[config.mk]
export PLATFORM = sky130hd
export DESIGN_NAME = linear_to_mixed_radix_digits_top
export DESIGN_NICKNAME = d
export VERILOG_FILES = /design/src/hw/rtl/lmrd_pkg.sv /design/src/hw/rtl/linear_to_mixed_radix_digits_top.sv /design/src/hw/rtl/lmrd_div.sv
export SDC_FILE = /design/constraint.sdc
export NUM_CORES = 2
export LEC_CHECK = 0
export BUFFER_PORTS_ARGS = -buffer_cell sky130_fd_sc_hd__buf_2
export CAP_MARGIN = 20
export CORE_ASPECT_RATIO = 0.7
export CORE_MARGIN = 4
export CORE_UTILIZATION = 55
export CTS_BUF_LIST = sky130_fd_sc_hd__clkbuf_8
export DETAILED_ROUTE_END_ITERATION = 12
export MAX_ROUTING_LAYER = met4
export PLACE_DENSITY_LB_ADDON = 0.08
export SETUP_SLACK_MARGIN = 0.2
export SYNTH_ARGS = -nofsm -noshare
export SYNTH_HDL_FRONTEND = slang
export SYNTH_SLANG_ARGS = --single-unit
[constraint.sdc]
create_clock -name clk -period 18 [get_ports clk]
set_clock_uncertainty 0.1 [all_clocks]
set_input_delay 2.7 -clock clk [delete_from_list [all_inputs] [get_ports clk]]
set_output_delay 2.7 -clock clk [all_outputs]
set_load 0.01 [all_outputs]
[src/hw/rtl/lmrd_pkg.sv]
// ----------------------------------------------------------------------------
// lmrd_pkg
// Constants and types shared by the mixed-radix digit splitter.
// ----------------------------------------------------------------------------
`default_nettype none

package lmrd_pkg;

    localparam int MAX_DIGITS_DEF = 4;

    localparam int INDEX_W  = 32;
    localparam int RADIX_W  = 16;
    localparam int WEIGHT_W = 48;
    localparam int COUNT_W  = 3;
    localparam int CFG_IDX_W = 3;
    localparam int CFG_DATA_W = 16;
    localparam int POS_W    = 2;
    localparam int NUM_RADIX = 4;

    localparam logic [CFG_IDX_W-1:0] REG_DIGIT_COUNT = 3'd0;
    localparam logic [CFG_IDX_W-1:0] REG_RADIX_0     = 3'd1;
    localparam logic [CFG_IDX_W-1:0] REG_RADIX_1     = 3'd2;
    localparam logic [CFG_IDX_W-1:0] REG_RADIX_2     = 3'd3;
    localparam logic [CFG_IDX_W-1:0] REG_RADIX_3     = 3'd4;

    typedef struct packed {
        logic                start;
        logic [INDEX_W-1:0]  dividend;
        logic [WEIGHT_W-1:0] divisor;
    } div_req_t;

    typedef struct packed {
        logic               done;
        logic [INDEX_W-1:0] quotient;
        logic [INDEX_W-1:0] remainder;
    } div_rsp_t;

endpackage

`default_nettype wire

[src/hw/rtl/linear_to_mixed_radix_digits_top.sv]
// ----------------------------------------------------------------------------
// linear_to_mixed_radix_digits_top
// Splits a 32-bit linear index into mixed-radix digits, most significant
// first, one result per digit, with an out-of-range flag on every result.
//
// Channel   Handshake               Payload
// input     start & !busy           joint_index
// result    valid (one cycle)       position, digit, last, out_of_range
// config    cfg_we                  cfg_index, cfg_data
//
// Busy drops with the last result of an item. Each digit is worked out on
// the shared 32-step restoring divider; place weights and the range product
// come first from one 16x32 multiplier.
// Reset: all radices 1, one digit in use, no item in flight.
// Results cannot be stalled; each is shown for one cycle.
// ----------------------------------------------------------------------------
`default_nettype none

module linear_to_mixed_radix_digits_top #(
    parameter int MAX_DIGITS = lmrd_pkg::MAX_DIGITS_DEF
) (
    input  wire logic                            clk,
    input  wire logic                            rst_n,
    input  wire logic                            start,
    output logic                                 busy,
    input  wire logic [lmrd_pkg::INDEX_W-1:0]    joint_index,
    output logic                                 valid,
    output logic [lmrd_pkg::POS_W-1:0]           position,
    output logic [lmrd_pkg::INDEX_W-1:0]         digit,
    output logic                                 last,
    output logic                                 out_of_range,
    input  wire logic                            cfg_we,
    input  wire logic [lmrd_pkg::CFG_IDX_W-1:0]  cfg_index,
    input  wire logic [lmrd_pkg::CFG_DATA_W-1:0] cfg_data
);
    import lmrd_pkg::*;

    localparam int IDX_W = (MAX_DIGITS > 1) ? $clog2(MAX_DIGITS) : 1;
    localparam int MUL_W = RADIX_W + INDEX_W;

    localparam logic [2:0] S_IDLE = 3'd0;
    localparam logic [2:0] S_WGT  = 3'd1;
    localparam logic [2:0] S_PLO  = 3'd2;
    localparam logic [2:0] S_PHI  = 3'd3;
    localparam logic [2:0] S_DIV  = 3'd4;

    logic [COUNT_W-1:0] digit_count_reg;
    logic [RADIX_W-1:0] radix_reg [NUM_RADIX];

    logic [2:0]          state_reg, state_next;
    logic [IDX_W-1:0]    idx_reg, idx_next;
    logic [IDX_W-1:0]    last_idx_reg, last_idx_next;
    logic [INDEX_W-1:0]  rem_reg, rem_next;
    logic [MUL_W-1:0]    plo_reg, plo_next;
    logic                oor_reg, oor_next;
    logic                div_start_reg, div_start_next;
    logic                valid_reg, valid_next;
    logic [POS_W-1:0]    position_reg, position_next;
    logic [INDEX_W-1:0]  digit_reg, digit_next;
    logic                last_reg, last_next;
    logic [WEIGHT_W-1:0] weight_reg [MAX_DIGITS];

    logic                weight_we;
    logic [IDX_W-1:0]    weight_waddr;
    logic [WEIGHT_W-1:0] weight_wdata;

    logic [COUNT_W-1:0]  count_lim;
    logic [IDX_W-1:0]    last_idx_calc;
    logic [WEIGHT_W-1:0] weight_rd;
    logic [RADIX_W-1:0]  mul_a;
    logic [INDEX_W-1:0]  mul_b;
    logic [MUL_W-1:0]    mul_out;

    div_req_t div_req;
    div_rsp_t div_rsp;

    // configuration registers
    always_ff @(posedge clk or negedge rst_n)
    begin
        if (!rst_n)
        begin
            digit_count_reg <= COUNT_W'(1);
            for (int i = 0; i < NUM_RADIX; i++)
            begin
                radix_reg[i] <= RADIX_W'(1);
            end
        end
        else if (cfg_we)
        begin
            case (cfg_index)
                REG_DIGIT_COUNT: digit_count_reg <= cfg_data[COUNT_W-1:0];
                REG_RADIX_0:     radix_reg[0]    <= cfg_data[RADIX_W-1:0];
                REG_RADIX_1:     radix_reg[1]    <= cfg_data[RADIX_W-1:0];
                REG_RADIX_2:     radix_reg[2]    <= cfg_data[RADIX_W-1:0];
                REG_RADIX_3:     radix_reg[3]    <= cfg_data[RADIX_W-1:0];
                default:         ;
            endcase
        end
    end

    always_comb
    begin
        if (digit_count_reg == '0)
            count_lim = COUNT_W'(1);
        else if (digit_count_reg > COUNT_W'(MAX_DIGITS))
            count_lim = COUNT_W'(MAX_DIGITS);
        else
            count_lim = digit_count_reg;
    end

    assign last_idx_calc = IDX_W'(count_lim - COUNT_W'(1));

    // shared multiplier: weight steps, then radix_0 * weight_0 in two halves
    assign weight_rd = weight_reg[idx_reg];
    assign mul_a     = radix_reg[2'(idx_reg)];
    assign mul_b     = (state_reg == S_PHI)
                       ? INDEX_W'(weight_rd[WEIGHT_W-1:INDEX_W])
                       : weight_rd[INDEX_W-1:0];
    assign mul_out   = MUL_W'(mul_a) * MUL_W'(mul_b);

    assign div_req.start    = div_start_reg;
    assign div_req.dividend = rem_reg;
    assign div_req.divisor  = weight_rd;

    lmrd_div u_div (
        .clk   (clk),
        .rst_n (rst_n),
        .req   (div_req),
        .rsp   (div_rsp)
    );

    always_comb
    begin
        state_next     = state_reg;
        idx_next       = idx_reg;
        last_idx_next  = last_idx_reg;
        rem_next       = rem_reg;
        plo_next       = plo_reg;
        oor_next       = oor_reg;
        div_start_next = 1'b0;
        valid_next     = 1'b0;
        position_next  = position_reg;
        digit_next     = digit_reg;
        last_next      = last_reg;
        weight_we      = 1'b0;
        weight_waddr   = idx_reg;
        weight_wdata   = mul_out;
        case (state_reg)
            S_IDLE:
            begin
                if (start)
                begin
                    rem_next      = joint_index;
                    last_idx_next = last_idx_calc;
                    idx_next      = last_idx_calc;
                    weight_we     = 1'b1;
                    weight_waddr  = last_idx_calc;
                    weight_wdata  = WEIGHT_W'(1);
                    state_next    = (last_idx_calc == '0) ? S_PLO : S_WGT;
                end
            end
            S_WGT:
            begin
                weight_we    = 1'b1;
                weight_waddr = idx_reg - IDX_W'(1);
                weight_wdata = mul_out;
                idx_next     = idx_reg - IDX_W'(1);
                if (idx_reg == IDX_W'(1))
                    state_next = S_PLO;
            end
            S_PLO:
            begin
                plo_next   = mul_out;
                state_next = S_PHI;
            end
            S_PHI:
            begin
                // product >= 2^32 means no 32-bit index can reach it
                oor_next = (mul_out == '0) && (plo_reg[MUL_W-1:INDEX_W] == '0)
                           && (rem_reg >= plo_reg[INDEX_W-1:0]);
                div_start_next = 1'b1;
                state_next     = S_DIV;
            end
            S_DIV:
            begin
                if (div_rsp.done)
                begin
                    valid_next    = 1'b1;
                    position_next = POS_W'(idx_reg);
                    digit_next    = div_rsp.quotient;
                    last_next     = (idx_reg == last_idx_reg);
                    rem_next      = div_rsp.remainder;
                    if (idx_reg == last_idx_reg)
                    begin
                        state_next = S_IDLE;
                    end
                    else
                    begin
                        idx_next       = idx_reg + IDX_W'(1);
                        div_start_next = 1'b1;
                    end
                end
            end
            default:
            begin
                state_next = S_IDLE;
            end
        endcase
    end

    always_ff @(posedge clk or negedge rst_n)
    begin
        if (!rst_n)
        begin
            state_reg     <= S_IDLE;
            idx_reg       <= '0;
            last_idx_reg  <= '0;
            div_start_reg <= 1'b0;
            valid_reg     <= 1'b0;
        end
        else
        begin
            state_reg     <= state_next;
            idx_reg       <= idx_next;
            last_idx_reg  <= last_idx_next;
            div_start_reg <= div_start_next;
            valid_reg     <= valid_next;
        end
    end

    always_ff @(posedge clk)
    begin
        rem_reg      <= rem_next;
        plo_reg      <= plo_next;
        oor_reg      <= oor_next;
        position_reg <= position_next;
        digit_reg    <= digit_next;
        last_reg     <= last_next;
        if (weight_we)
            weight_reg[weight_waddr] <= weight_wdata;
    end

    assign busy         = (state_reg != S_IDLE);
    assign valid        = valid_reg;
    assign position     = position_reg;
    assign digit        = digit_reg;
    assign last         = last_reg;
    assign out_of_range = oor_reg;

endmodule

`default_nettype wire

[src/hw/rtl/lmrd_div.sv]
// ----------------------------------------------------------------------------
// lmrd_div
// Restoring divider, 32-bit dividend by 48-bit divisor, one quotient bit
// per cycle. A zero divisor gives an all-ones quotient and the dividend back.
// ----------------------------------------------------------------------------
`default_nettype none

module lmrd_div (
    input  wire logic              clk,
    input  wire logic              rst_n,
    input  wire lmrd_pkg::div_req_t req,
    output lmrd_pkg::div_rsp_t     rsp
);
    import lmrd_pkg::*;

    localparam int STEP_W = $clog2(INDEX_W);

    logic               run_reg, run_next;
    logic               done_reg, done_next;
    logic [STEP_W-1:0]  cnt_reg, cnt_next;
    logic [INDEX_W-1:0] q_reg, q_next;
    logic [INDEX_W-1:0] r_reg, r_next;
    logic [INDEX_W-1:0] d_reg, d_next;
    logic               big_reg, big_next;

    logic [INDEX_W-1:0] trial;
    logic               take;

    assign trial = {r_reg[INDEX_W-2:0], q_reg[INDEX_W-1]};
    assign take  = !big_reg && (trial >= d_reg);

    always_comb
    begin
        run_next  = run_reg;
        done_next = 1'b0;
        cnt_next  = cnt_reg;
        q_next    = q_reg;
        r_next    = r_reg;
        d_next    = d_reg;
        big_next  = big_reg;
        if (req.start)
        begin
            run_next = 1'b1;
            cnt_next = '0;
            q_next   = req.dividend;
            r_next   = '0;
            d_next   = req.divisor[INDEX_W-1:0];
            big_next = |req.divisor[WEIGHT_W-1:INDEX_W];
        end
        else if (run_reg)
        begin
            r_next   = take ? (trial - d_reg) : trial;
            q_next   = {q_reg[INDEX_W-2:0], take};
            cnt_next = cnt_reg + STEP_W'(1);
            if (cnt_reg == STEP_W'(INDEX_W - 1))
            begin
                run_next  = 1'b0;
                done_next = 1'b1;
            end
        end
    end

    always_ff @(posedge clk or negedge rst_n)
    begin
        if (!rst_n)
        begin
            run_reg  <= 1'b0;
            done_reg <= 1'b0;
            cnt_reg  <= '0;
        end
        else
        begin
            run_reg  <= run_next;
            done_reg <= done_next;
            cnt_reg  <= cnt_next;
        end
    end

    always_ff @(posedge clk)
    begin
        q_reg   <= q_next;
        r_reg   <= r_next;
        d_reg   <= d_next;
        big_reg <= big_next;
    end

    assign rsp.done      = done_reg;
    assign rsp.quotient  = q_reg;
    assign rsp.remainder = r_reg;

endmodule

`default_nettype wire

==> results.cfg <==
[placed_design]
numPortBuffers = 92
globalplace.congestion = 0.978
hpwl_after_dpl_um = 84200
dpl_cell_area_mm2 = 0.0394
pre_cts_slack_ns = 8.45

[global_routing]
maximum_number_of_pins_on_one_net_before_global_route_repair = 66
first_pass_grt_wire_length_um = 168000
globalRoute.totalOverflow = 0
grt.total_usage = 0.315
first_global_vias = 27168
grt_antenna_before_repair = 9

[synthesis]
area_contributors_post_synth = edfxtp_1, fa_1, ha_1, inv_1, dfrtp_1
synth.yosys.warnings = 0
synth.yosys.seq_area_share = 0.367
synth_edf_count = 373
synthesis.area_mm2 = 0.0379
synthCells = 3436
avgSynthCellArea_um2 = 11.0
async_flop_share = 0.170
ys.flop_type = edfxtp_1
area_share_of_the_largest_cell_type_after_synthesis = 0.295
yosys.cell_types.count = 70
postSynthNetCount = 4098
yosys.area.top_type = edfxtp_1
postSynthRegisterBits = 488

[final_layout]
largest_register_ffs = 192
fillers = 5724
final_cell_area_mm2 = 0.0409
layout-area-overhead-vs-synth_pct = 7.84
multiInputGateArea_mm2 = 0.0215
layout_common_cells = inv_1, nand2_1, fa_1
layout.area.seq_mm2 = 0.0139
drive_above_1_share = 0.135
final_nets = 4179
leading_cell_type_in_the_layout_fill_and_taps_excluded = inv_1

[worst_setup_path]
cp_data_required_time_ns = 18.42
cp_max_fo = 48
worst_setup_path_start_kind = flop
critPathKind = reg -> reg
setup.worst_path.end_class = flop
worst_path_arrival_ns = 10.08

[clocking]
ctsLongestPathBuffers = 3
worst_setup_hold_path_clk_slew_ns = 0.08
cts_tree = built
post_cts_hold_buffer_count = 0
clock_insertion_delay_worst_skew_ns = 0.67
clock_tree.htree_level_count = 3
clkSinkCount = 488
postCtsSetupBuffers = 0
number_of_buffers_created_by_cts = 76
post_cts_resized = 0
cts-root-buf = clkbuf_8

[drt]
route.detailed.drc = 0
drt-total-wl_um = 110000
vias_per_cell = 5.91
firstDrtPassIters = 6
routedWlPerCell_um = 24.5
first_iter_violations = 2627
vias = 26487
antenna_violating_nets_remaining = 0

[floorplan]
core_region_area_mm2 = 0.0683
ios = 93
fp.dieW_um = 322
core.rowCount = 80
effective_utilization_at_floorplan = 0.556
fp.dieArea_mm2 = 0.0733
dieHeight_um = 228

[timing]
finalMaxSlewViolations = 0
max_slew.worst_pin.slew_ns = 1.11
unrepaired_setup_endpoints_after_global_routing = no
period_needed_ns = 9.67
timing.final.setup_violations = 0
final-hold-violation-count = 0
setup_total_negative_slack_ns = 0
max_freq_ghz = 0.103
post_route_worst_setup_slack_ns = 8.33
slew-limit-headroom = 0.252
fin_crit_sh = 0.537

[outcome]
status = completed

[flow_run]
cap_viol_max_count = 0

[hold_path]
worstHoldPathType = reg -> reg
-- critical path, cell delays in order, from the launching register on --
cell       delay [ns]
dfrtp_4          0.75
buf_4            0.69
mux4_2           0.44
mux2i_1          0.78
nor2_1           0.16
fa_1             0.59
inv_1            0.07
fa_1             0.45
fa_1             0.54
inv_1            0.05
fa_1             0.51
fa_1             0.50
inv_1            0.06
fa_1             0.49
inv_1            0.05
ha_1             0.37
a21o_1           0.22
a211oi_1         0.35
nor3_1           0.14
o21ai_0          0.35
nand3b_1         0.14
xnor2_1          0.37
a2111oi_0        0.48
o2111ai_1        0.17
a2111oi_0        0.42
and4_1           0.25
-- Yosys cell counts, types with 5 or more instances --
library cell	instances
a31oi_1	8
buf_1	14
nand2_1	419
and4_1	5
clkbuf_1	122
nand2b_1	19
dfrtp_1	78
a21oi_1	100
o31ai_1	6
o21ai_0	73
o21bai_1	14
dfstp_2	5
a211oi_1	18
o211ai_1	20
nor2_1	273
o21a_1	24
dfxtp_1	32
mux2_2	159
a21o_1	44
o21ai_1	17
nand3_1	20
ha_1	188
nor3b_1	11
a211o_1	9
xnor2_1	44
fa_1	419
nand4_1	24
inv_1	549
nor3_1	20
and2_1	92
xor2_1	27
mux4_2	52
nor4_1	16
nor2b_1	12
buf_2	5
mux2i_1	47
edfxtp_1	373
or2_2	5
and3_1	16
-- kinds of logic after synthesis --
logic type               after synthesis  share of synthesized area
AND/OR/NAND/NOR                      949                      0.111
buffers and inverters                692                     0.0689
adder cells (fa/ha/maj)              607                      0.283
flip-flops                           488                      0.367
AO/OA/AOI/OAI                        370                     0.0624
multiplexers                         259                     0.0911
XOR/XNOR                              71                     0.0164
-- per-stage QoR --
stage | std cells | hold WS (ns) | utilization
floorplan | 3436 | 0.322 | -
global placement | 4339 | 0.331 | 0.578
detailed placement | 4339 | 0.335 | 0.578
CTS | 4478 | 0.347 | 0.599
global route | 4483 | 0.363 | 0.599
finish | 4485 | 0.348 | 0.599
-- layer usage --
metal  vias up  global-route usage  share of wire
met5         -                   -              0
met4         0              0.0629          0.019
met3       154              0.0869           0.12
met2      1289               0.429           0.42
met1     13532               0.475           0.44
li1      11512                   -              -
-- path summary, 6_finish.rpt --
kind                       slack, ns  depth (start not counted)             from             to
setup reg to reg                8.33                         25       idx_reg[1]   out_of_range
setup / recovery                8.33                         25       idx_reg[1]   out_of_range
max in group asynchronous      14.81                          2            rst_n     idx_reg[0]
hold / removal                  0.35                          0  u_div.q_reg[12]      digit[12]
min in group asynchronous       1.83                          1            rst_n  radix_reg[24]
hold reg to reg                 0.35                          0  u_div.q_reg[12]      digit[12]
-- final cells by class --
class,count,share of cell area
Multi-Input combinational cell,2256,0.525
Sequential cell,488,0.341
Inverter,549,0.0504
Clock buffer,82,0.0276
Tap cell,902,0.0276
Timing Repair Buffer,146,0.0214
Clock inverter,57,0.00731
Antenna cell,5,0.000306
Power is not shown: default switching activity piles up to over one toggle a cycle in this logic, so the estimate is an artifact.
